[config.mk]
export PLATFORM = sky130hd
export DESIGN_NAME = seven_segment_frame_builder
export DESIGN_NICKNAME = d
export VERILOG_FILES = /design/src/rtl/core/ssfb_pkg.sv /design/src/rtl/core/ssfb_front.sv /design/src/rtl/core/ssfb_queue.sv /design/src/rtl/core/ssfb_back.sv /design/src/rtl/core/seven_segment_frame_builder.sv
export SDC_FILE = /design/constraint.sdc
export NUM_CORES = 1
export LEC_CHECK = 0
export BUFFER_PORTS_ARGS = -buffer_cell sky130_fd_sc_hd__buf_2
export CAP_MARGIN = 40
export CORE_ASPECT_RATIO = 1.1
export CORE_MARGIN = 4
export CORE_UTILIZATION = 30
export DETAILED_ROUTE_END_ITERATION = 7
export HOLD_SLACK_MARGIN = 0.08
export PLACE_DENSITY_LB_ADDON = 0.2
export SLEW_MARGIN = 30
export SYNTH_ARGS = -nofsm -noshare
export SYNTH_HDL_FRONTEND = slang
export SYNTH_SLANG_ARGS = --single-unit
[constraint.sdc]
create_clock -name clk -period 3.9 [get_ports clk]
set_input_delay 0.195 -clock clk [delete_from_list [all_inputs] [get_ports clk]]
set_output_delay 0.195 -clock clk [all_outputs]
set_load 0.005 [all_outputs]
[src/rtl/core/ssfb_pkg.sv]
package ssfb_pkg;

	localparam logic [13:0] MAX_SHOWN    = 14'd9999;
	localparam logic [13:0] UNIT_THOU    = 14'd1000;
	localparam logic [13:0] UNIT_HUND    = 14'd100;
	localparam logic [13:0] UNIT_TEN     = 14'd10;
	localparam logic [3:0]  LAST_INDEX   = 4'd8;
	localparam logic [6:0]  ADDR_RESET   = 7'd112;
	localparam logic [7:0]  START_ADDR   = 8'h00;
	localparam logic [7:0]  PAD_BYTE     = 8'h00;
	localparam logic [7:0]  BLANK_BYTE   = 8'h00;

	localparam logic [7:0]  CFG_SHOW_ZEROS = 8'd0;
	localparam logic [7:0]  CFG_DEV_ADDR   = 8'd1;

	typedef struct packed {
		logic [6:0]      addr;
		logic [3:0][7:0] pat;
	} frame_entry_t;

	typedef struct packed {
		logic show_zeros;
		logic [6:0] dev_addr;
	} cfg_t;

	function automatic logic [3:0] digit_at(input logic [13:0] v, input logic [13:0] unit);
		logic [3:0] q;
		q = '0;
		for (int i = 1; i < 10; i++) begin
			if (v >= 14'(i) * unit) begin
				q = 4'(i);
			end
		end
		return q;
	endfunction

	function automatic logic [7:0] seg_of(input logic [3:0] d);
		logic [7:0] p;
		case (d)
			4'd0: p = 8'b00111111;
			4'd1: p = 8'b00000110;
			4'd2: p = 8'b01011011;
			4'd3: p = 8'b01001111;
			4'd4: p = 8'b01100110;
			4'd5: p = 8'b01101101;
			4'd6: p = 8'b01111101;
			4'd7: p = 8'b00000111;
			4'd8: p = 8'b01111111;
			4'd9: p = 8'b01101111;
			default: p = BLANK_BYTE;
		endcase
		return p;
	endfunction

endpackage

[src/rtl/core/ssfb_front.sv]
module ssfb_front import ssfb_pkg::*; (
	input  logic         clk,
	input  logic         arst_n,
	input  logic         in_valid,
	output logic         in_ready,
	input  logic [15:0]  in_value,
	input  cfg_t         cfg,
	output logic         push,
	input  logic         full,
	output frame_entry_t push_entry
);

	logic        v1_s1;
	logic [3:0]  thou_s1;
	logic [9:0]  rem_s1;
	logic        v2_s2;
	logic [3:0]  thou_s2;
	logic [3:0]  hund_s2;
	logic [6:0]  rem_s2;

	logic        en2;
	logic [13:0] clamped;
	logic [3:0]  thou_d;
	logic [13:0] rem1_full;
	logic [3:0]  hund_d;
	logic [13:0] rem2_full;
	logic [3:0]  tens_d;
	logic [13:0] ones_full;
	logic [3:0]  ones_d;
	logic        blank0;
	logic        blank1;
	logic        blank2;

	assign push     = v2_s2 && !full;
	assign en2      = !v2_s2 || push;
	assign in_ready = !v1_s1 || en2;

	always_comb begin
		clamped   = (in_value > 16'(MAX_SHOWN)) ? MAX_SHOWN : in_value[13:0];
		thou_d    = digit_at(clamped, UNIT_THOU);
		rem1_full = clamped - 14'(thou_d) * UNIT_THOU;
		hund_d    = digit_at(14'(rem_s1), UNIT_HUND);
		rem2_full = 14'(rem_s1) - 14'(hund_d) * UNIT_HUND;
		tens_d    = digit_at(14'(rem_s2), UNIT_TEN);
		ones_full = 14'(rem_s2) - 14'(tens_d) * UNIT_TEN;
		ones_d    = ones_full[3:0];
	end

	always_comb begin
		blank0 = !cfg.show_zeros && (thou_s2 == 4'd0);
		blank1 = blank0 && (hund_s2 == 4'd0);
		blank2 = blank1 && (tens_d == 4'd0);
		push_entry.addr   = cfg.dev_addr;
		push_entry.pat[0] = blank0 ? BLANK_BYTE : seg_of(thou_s2);
		push_entry.pat[1] = blank1 ? BLANK_BYTE : seg_of(hund_s2);
		push_entry.pat[2] = blank2 ? BLANK_BYTE : seg_of(tens_d);
		push_entry.pat[3] = seg_of(ones_d);
	end

	always_ff @(posedge clk or negedge arst_n) begin
		if (!arst_n) begin
			v1_s1 <= 1'b0;
			v2_s2 <= 1'b0;
		end else begin
			if (in_ready) begin
				v1_s1 <= in_valid;
			end
			if (en2) begin
				v2_s2 <= v1_s1;
			end
		end
	end

	always_ff @(posedge clk) begin
		if (in_ready) begin
			thou_s1 <= thou_d;
			rem_s1  <= rem1_full[9:0];
		end
		if (en2) begin
			thou_s2 <= thou_s1;
			hund_s2 <= hund_d;
			rem_s2  <= rem2_full[6:0];
		end
	end

endmodule

[src/rtl/core/ssfb_queue.sv]
module ssfb_queue import ssfb_pkg::*; (
	input  logic         clk,
	input  logic         arst_n,
	input  logic         push,
	input  frame_entry_t push_entry,
	output logic         full,
	input  logic         pop,
	output logic         head_valid,
	output frame_entry_t head_entry
);

	frame_entry_t slot_q [2];
	logic         wr_ptr_q;
	logic         rd_ptr_q;
	logic [1:0]   count_q;

	assign full       = (count_q == 2'd2);
	assign head_valid = (count_q != 2'd0);
	assign head_entry = slot_q[rd_ptr_q];

	always_ff @(posedge clk or negedge arst_n) begin
		if (!arst_n) begin
			wr_ptr_q <= 1'b0;
			rd_ptr_q <= 1'b0;
			count_q  <= 2'd0;
		end else begin
			if (push) begin
				wr_ptr_q <= !wr_ptr_q;
			end
			if (pop) begin
				rd_ptr_q <= !rd_ptr_q;
			end
			if (push && !pop) begin
				count_q <= count_q + 2'd1;
			end else if (pop && !push) begin
				count_q <= count_q - 2'd1;
			end
		end
	end

	always_ff @(posedge clk) begin
		if (push) begin
			slot_q[wr_ptr_q] <= push_entry;
		end
	end

endmodule

[src/rtl/core/ssfb_back.sv]
module ssfb_back import ssfb_pkg::*; (
	input  logic         clk,
	input  logic         arst_n,
	input  logic         head_valid,
	input  frame_entry_t head_entry,
	output logic         pop,
	output logic         out_valid,
	input  logic         out_ready,
	output logic [7:0]   out_byte,
	output logic [3:0]   out_index,
	output logic         out_last,
	output logic [6:0]   out_addr
);

	logic       valid_q;
	logic [3:0] idx_q;
	logic [7:0] byte_q;
	logic [3:0] index_q;
	logic       last_q;
	logic [6:0] addr_q;

	logic       load;
	logic       at_last;
	logic [7:0] next_byte;

	assign load    = head_valid && (!valid_q || out_ready);
	assign at_last = (idx_q == LAST_INDEX);
	assign pop     = load && at_last;

	always_comb begin
		if (idx_q == 4'd0) begin
			next_byte = START_ADDR;
		end else if (idx_q[0]) begin
			next_byte = head_entry.pat[idx_q[2:1]];
		end else begin
			next_byte = PAD_BYTE;
		end
	end

	always_ff @(posedge clk or negedge arst_n) begin
		if (!arst_n) begin
			valid_q <= 1'b0;
			idx_q   <= 4'd0;
		end else begin
			if (load) begin
				valid_q <= 1'b1;
				idx_q   <= at_last ? 4'd0 : idx_q + 4'd1;
			end else if (out_ready) begin
				valid_q <= 1'b0;
			end
		end
	end

	always_ff @(posedge clk) begin
		if (load) begin
			byte_q  <= next_byte;
			index_q <= idx_q;
			last_q  <= at_last;
			addr_q  <= head_entry.addr;
		end
	end

	assign out_valid = valid_q;
	assign out_byte  = byte_q;
	assign out_index = index_q;
	assign out_last  = last_q;
	assign out_addr  = addr_q;

endmodule

[src/rtl/core/seven_segment_frame_builder.sv]
// Each value taken on the slave stream is clamped to 9999, split into four decimal digits and
// turned into a nine-byte display RAM write frame on the master stream: start address 0x00,
// then each digit's gfedcba pattern followed by a 0x00 byte, with tlast on the ninth byte and
// the configured device address carried alongside every byte. Leading zero digits are blanked
// unless show_leading_zeros is set; the last digit always shows. In steady state the rate at
// which values are taken is set by the byte-wide output channel. A value passes through the
// digit-conversion registers and a two-entry queue before its frame's first byte is registered
// at the output; the queue lets the input keep flowing while the output stalls, until it fills.
module seven_segment_frame_builder import ssfb_pkg::*; (
	input  logic        clk,
	input  logic        arst_n,
	input  logic        s_tvalid,
	output logic        s_tready,
	input  logic [15:0] s_tdata,   // [15:0] value
	output logic        m_tvalid,
	input  logic        m_tready,
	output logic [23:0] m_tdata,   // [7:0] frame_byte, [11:8] byte_index, [18:12] target_address
	output logic        m_tlast,
	input  logic        cfg_valid,
	output logic        cfg_ready,
	input  logic [7:0]  cfg_index,
	input  logic [7:0]  cfg_data
);

	cfg_t         cfg_q;
	logic         push;
	logic         full;
	frame_entry_t push_entry;
	logic         pop;
	logic         head_valid;
	frame_entry_t head_entry;
	logic [7:0]   out_byte;
	logic [3:0]   out_index;
	logic [6:0]   out_addr;

	assign cfg_ready = 1'b1;

	always_ff @(posedge clk or negedge arst_n) begin
		if (!arst_n) begin
			cfg_q.show_zeros <= 1'b0;
			cfg_q.dev_addr   <= ADDR_RESET;
		end else if (cfg_valid) begin
			unique case (cfg_index)
				CFG_SHOW_ZEROS: cfg_q.show_zeros <= cfg_data[0];
				CFG_DEV_ADDR:   cfg_q.dev_addr   <= cfg_data[6:0];
				default: ;
			endcase
		end
	end

	ssfb_front u_front (
		.clk        (clk),
		.arst_n     (arst_n),
		.in_valid   (s_tvalid),
		.in_ready   (s_tready),
		.in_value   (s_tdata),
		.cfg        (cfg_q),
		.push       (push),
		.full       (full),
		.push_entry (push_entry)
	);

	ssfb_queue u_queue (
		.clk        (clk),
		.arst_n     (arst_n),
		.push       (push),
		.push_entry (push_entry),
		.full       (full),
		.pop        (pop),
		.head_valid (head_valid),
		.head_entry (head_entry)
	);

	ssfb_back u_back (
		.clk        (clk),
		.arst_n     (arst_n),
		.head_valid (head_valid),
		.head_entry (head_entry),
		.pop        (pop),
		.out_valid  (m_tvalid),
		.out_ready  (m_tready),
		.out_byte   (out_byte),
		.out_index  (out_index),
		.out_last   (m_tlast),
		.out_addr   (out_addr)
	);

	assign m_tdata = {5'd0, out_addr, out_index, out_byte};

endmodule
Yosys cells after proc, flatten, opt, wreduce, memory -nomap -nowiden
Memories as Yosys holds them, arrays and structs flattened. A register that Yosys moved wholly into a read port is not among the register bits.
Cells that the tools add are included.

storage, ports and cells
  register bits after elaboration = 68
  RAM bits = 78
  memory bits (read-only) = 448
  bits of input ports = 37
  output and inout bits = 28
  word-level logic and storage cells = 138
  memories = 5

cells by class
  $add $sub $neg = 6
  multiply operators = 3
  $lt $le $gt $ge = 29
  eq/ne operators = 3
  mux-type cells = 42
  bitwise gates (word level) = 1
  reduce and logical (&&, ||, !) cells = 31

memory list
  memory           depth  bits a word  read ports  clocked after memory_dff  write ports  RTL line          RTL
  (no name shown)  16     7            1           1                         0            ssfb_pkg.sv:39    case (d)
  (no name shown)  16     7            1           1                         0            ssfb_pkg.sv:39
  (no name shown)  16     7            1           0                         0            ssfb_pkg.sv:39
  (no name shown)  16     7            1           0                         0            ssfb_pkg.sv:39
  u_queue.slot_q   2      39           1           0                         1            ssfb_queue.sv:12  frame_entry_t slot_q [2];

operator list
  cell                                                             number
  two-way mux 4 bit                                                15
  >= comparator 14 x 13 -> 1 bit, second input constant            4
  >= comparator 10 bit, second input constant                      4
  two-way mux 8 bit                                                4
  >= comparator 10 x 9 -> 1 bit, second input constant             3
  >= comparator 14 x 12 -> 1 bit, second input constant            2
  two-way mux 3 bit                                                8
  >= comparator 7 x 6 -> 1 bit, second input constant              3
  >= comparator 7 bit, second input constant                       3
  binary-select mux 8 bit (select 2 bit)                           1
  greater-than comparator 16 x 14 -> 1 bit, second input constant  1
  logical NOT 4 bit                                                4
  >= comparator 14 x 10 -> 1 bit, second input constant            1
  >= comparator 14 x 11 -> 1 bit, second input constant            1
  >= comparator 14 bit, second input constant                      1
  >= comparator 7 x 5 -> 1 bit, second input constant              2
  two-way mux 14 bit                                               1
  two-way mux 2 bit                                                6
  >= comparator 10 x 7 -> 1 bit, second input constant             1
  >= comparator 10 x 8 -> 1 bit, second input constant             1
  subtractor 10 bit                                                1
  logical NOT 1 bit                                                9
  == test 8 x 1 -> 1 bit, second input constant                    1
  logical AND 1 bit                                                8
  19 further kinds                                                 30

Longest topological paths before layout
  depth in word-level cells = 14
  mapped depth = 19
  gate-level depth less buffers = 18

By module
Synthesis repeated with hierarchy kept, for this count alone.

second synthesis, totals
  cells, all modules = 681
  area total of the unflattened synthesis = 8569.5 um^2

by module, submodules not included
  module                       times used  cells each  area an instance (um^2)  sequential area each (um^2)
  ssfb_front                   1           449         3998.8                   1201.2
  ssfb_queue                   1           137         3015.4                   2442.3
  ssfb_back                    1           67          1138.6                   725.7
  seven_segment_frame_builder  1           28          416.6                    203.9

Least setup slack after synthesis
OpenSTA, ideal clock, no wires.

  path type = input -> register
  start point = in s_tdata[6]
  end point = reg u_front.rem_s1[9], data pin
  setup time = 0.269 ns
  data arrival time = 3.617 ns
  required time = 3.631 ns
  path slack = 0.013 ns
  cell stages on the path = 16
  path buffers = 1
  cell sequence = buf_2 nor2_1 or2_2 o21ai_0 a21o_1 inv_1 fa_1 fa_1 ha_1 xor2_1 ha_1 o21a_1 nor2_1 a21oi_1 xnor2_1 xnor2_1

between the ends
  elaborated cells on any way between the ends = 22
  classes of those cells = add/sub: 1; mul: 1; order compare: 10; mux: 10

RTL lines
  what                                      RTL line                           RTL
  from (decl)                               seven_segment_frame_builder.sv:14  input logic [15:0] s_tdata,
  greater-than comparator 16 x 14 -> 1 bit  ssfb_front.sv:39                   clamped = (in_value > 16'(MAX_SHOWN)) ? MAX_SHOWN : in_value[13:0];
  two-way mux 14 bit (*)                    ssfb_front.sv:39
  >= comparator 14 x 12 -> 1 bit            ssfb_pkg.sv:30                     if (v >= 14'(i) * unit) begin
  two-way mux 4 bit (6 in series)           ssfb_pkg.sv:30
  two-way mux 4 bit (*)                     ssfb_pkg.sv:30
  named net u_front.thou_d[3]               ssfb_front.sv:23                   logic [3:0] thou_d;
  multiplier 4 x 7 -> 7 bit (*)             ssfb_front.sv:41                   rem1_full = clamped - 14'(thou_d) * UNIT_THOU;
  subtractor 10 bit (*)                     ssfb_front.sv:41
  named net u_front.rem1_full[9]            ssfb_front.sv:24                   logic [13:0] rem1_full;
  to (signal assigned)                      ssfb_front.sv:77                   rem_s1 <= rem1_full[9:0];
  to (decl)                                 ssfb_front.sv:15                   logic [9:0] rem_s1;

The timed path passes the listed nets; every way through them passes the cells marked *.
A chain may end at the register's enable or synchronous reset.

==> metrics.txt <==
Overflow after GRT=0; slowest stage delay, CP=approximately 0.55 ns; Hold WS=0.159 ns; initial antenna violation count=0; slew at the pin with the worst max-slew slack=0.724 ns; row cnt=62; Area after DPL=0.00891 mm2; post-route minimum period=3.62 ns; DIE HEIGHT=180 um; CP endpoint=u_queue.slot_q[1][27]; cell accounting for the most synthesized area=edfxtp_1; multiplexer share of the synthesized area=8.92%; Reg2Reg Setup Slack=0.28 ns; Final setup viols=0; Post-Synth XOR/XNOR Area=3.75%; CP Data Arrival Time=3.75 ns; Setup WS pre-CTS=-0.169 ns; number of synthesized flops with an enable pin=118; Longest Clk Path Bufs=2; Post-Route WL=15600 um; Worst EP required=between 4 and 5 ns; PD cells=921 mW/mm2; setup ws final=about 0.28 ns; core area=0.0263 mm2; critical path class=reg2reg; Synth-to-Final Area Change=19.6%; post-synth top area share=a little over two fifths; initial core utilization=30.7%; Setup Skew=0.00920 ns; initial drt markers=215; Synth cell types=86; CP Capture Type=flip-flop; mapped cell area=0.00806 mm2; fin. max-slew vios=0; Power Total=8.88 mW; Placed Cells=1054; GRT Util Overall=between 10 and 15%; asr flop ratio synth=between 10 and 15%; maximum vdd drop=0.416 mV; Simple-Gate Fraction of Synth Area=10.5%; Slew HR=around half; Critical Path Start Type=flip-flop; Residual DRC=0; clock transition at the registers of the reported paths=approximately 0.07 ns; CP max-delay cell=edfxtp_1; Pleak=3.84 nW; Fmax=~0.28 GHz; worst-case reg-to-reg path depth=12; CTS Buf Count=17; most common cell after layout, fill and taps aside=edfxtp_1; most frequent cells in the layout=edfxtp_1, buf_2, ha_1; fillers=around 2600; clock net sink count=151; post-layout util=between 30 and 40%; Area contributors post-synth=edfxtp_1, ha_1, dfrtp_1; antenna diode count=0; vias per cell=4.61; final hold vios=0; Sum Neg Setup Slack=0 ns; vias in the first global route=5372; max cap viols=0; CP cell instances=nand2b_1 > a31oi_1 > o211ai_2 > nor2_8 > ha_1 > inv_1 > fa_1 > xor2_1 > xor2_2 > nor2_1 > mux2i_1 > o211ai_1; adder-cell share of the synthesized area=between 8 and 9%; fin nets=823; DR vias=5076; Avg Synthesized Cell Area=12.7 um2; R2R Path End=u_queue.slot_q[1][27]; Die X=164 um; Synth Flop Type=edfxtp_1; CTS tree=done; drt first pass iters=5; global placer's final weighted congestion=~0.90; Critical Path Start=u_front.rem_s2[3]; Final Instance Area=0.00964 mm2; Final Cycle Share=92.9%; H-tree depth=4; I/O Pins=65; post-DP HPWL=11600 um; wire per inst=14.1 um; status=finished, final reports clean; Tightest Hold Check Type=in2reg; Port Buffers=56; main combinational cell family by area after synthesis=compound AO/OA/AOI/OAI gates; Synth Area in Compound Gates=about a tenth; die area=0.0296 mm2; Antenna Nets Post-Route=0; Non-Filler Instances=1101; layout cells sized above 1=25.6%; crit-path max FO=13; Yosys warning total=0; RSZ-0062 raised after global routing=false; pin count of the biggest net entering global routing=32; root buf cell=clkbuf_16; Reg-to-Reg Start=u_front.rem_s2[3]; Synth Instances=633; Skew-Pair Late Insertion Delay=roughly 0.42 ns; #FFs+latches synth=about 150; Seq/Total Area, Yosys=53.4%; first-pass GRT wire length=roughly 26000 um
==> where the power goes <==
group	switching, mW	internal (mW)	total, mW
registers	0.415	2.84	3.25
logic	2.22	1.84	4.05
clock network	0.721	0.854	1.57
total	3.35	5.53	8.88
==> routing by layer <==
| layer | global-route usage [%] | part of all wire [%] | routed length, um | up-vias |
|---|---|---|---|---|
| li1 | - | - | - | 2528 |
| met2 | 18.6 | 51 | 7900 | 70 |
| met1 | 13.6 | 45 | 6950 | 2466 |
| met3 | 2.29 | 2.8 | 437 | 12 |
| met4 | 4.36 | 1.8 | 282 | 0 |
| met5 | 0 | 0 | 0 | - |
==> cell type report <==
cell class              instances  area, um2  share of cell area (%)
clock inverters                15        149                    1.54
well taps                     352        440                    4.57
repair buffers                107        707                    7.33
multi-input cells             417       3460                    35.9
flip-flops and latches        151       4300                    44.6
clock buffers                  17        425                    4.41
inverters                      42        158                    1.64
==> cells in the mapped netlist, types with 14 or more instances <==
library cell  number
o21ai_0           26
nor2_1            35
dfxtp_1           14
ha_1              43
nor2b_1           21
mux2i_1           19
edfxtp_1         118
dfrtp_1           16
nand2_1           38
inv_1             41
mux4_2            14
a21oi_1           16
mux2_2            17
xnor2_1           20
==> repair_timing <==
action,in CTS,in global routing
gates resized for setup,0,1
endpoints found under the hold margin,29,0
setup endpoints to repair,0,6
hold buffers,13,0
buffers inserted,0,1
==> worst min path at each step <==
stage                       startpoint  slack, ns  depth (start not counted)        to
after floorplan                 arst_n      -0.10                          0  cfg_q[0]
after detailed placement        arst_n       0.20                          1  cfg_q[0]
after CTS                 cfg_index[0]       0.13                          3  cfg_q[7]
final                     cfg_index[0]       0.16                          3  cfg_q[7]
after global placement          arst_n       0.19                          1  cfg_q[0]
after global routing      cfg_index[0]       0.14                          3  cfg_q[7]
==> worst max-delay path, delay by kind of cell (launching register included) <==
kind            cells  cell delay (ns)
buf+inv             1             0.05
xor+xnor            2             0.67
fa+ha+maj           2             0.56
mux                 1             0.23
simple gates        3             0.65
flops               1             0.55
compound gates      3             0.63
==> flip-flops by register name (all words and copies together) (netlist names), 7 cells and up, named ones only <==
name	cells
u_back.out_byte	7
u_back.out_addr	7
cfg_q	8
u_front.rem_s1	10
u_front.rem_s2	7
u_queue.slot_q	70
==> cell families after synthesis <==
group,count (synthesis)
XOR/XNOR,30
AO/OA/AOI/OAI,116
buffers and inverters,70
multiplexers,51
AND/OR/NAND/NOR,161
other,2
adder cells (fa/ha/maj),52
flip-flops,151
No activity file was read; power rests on OpenSTA's default activity.
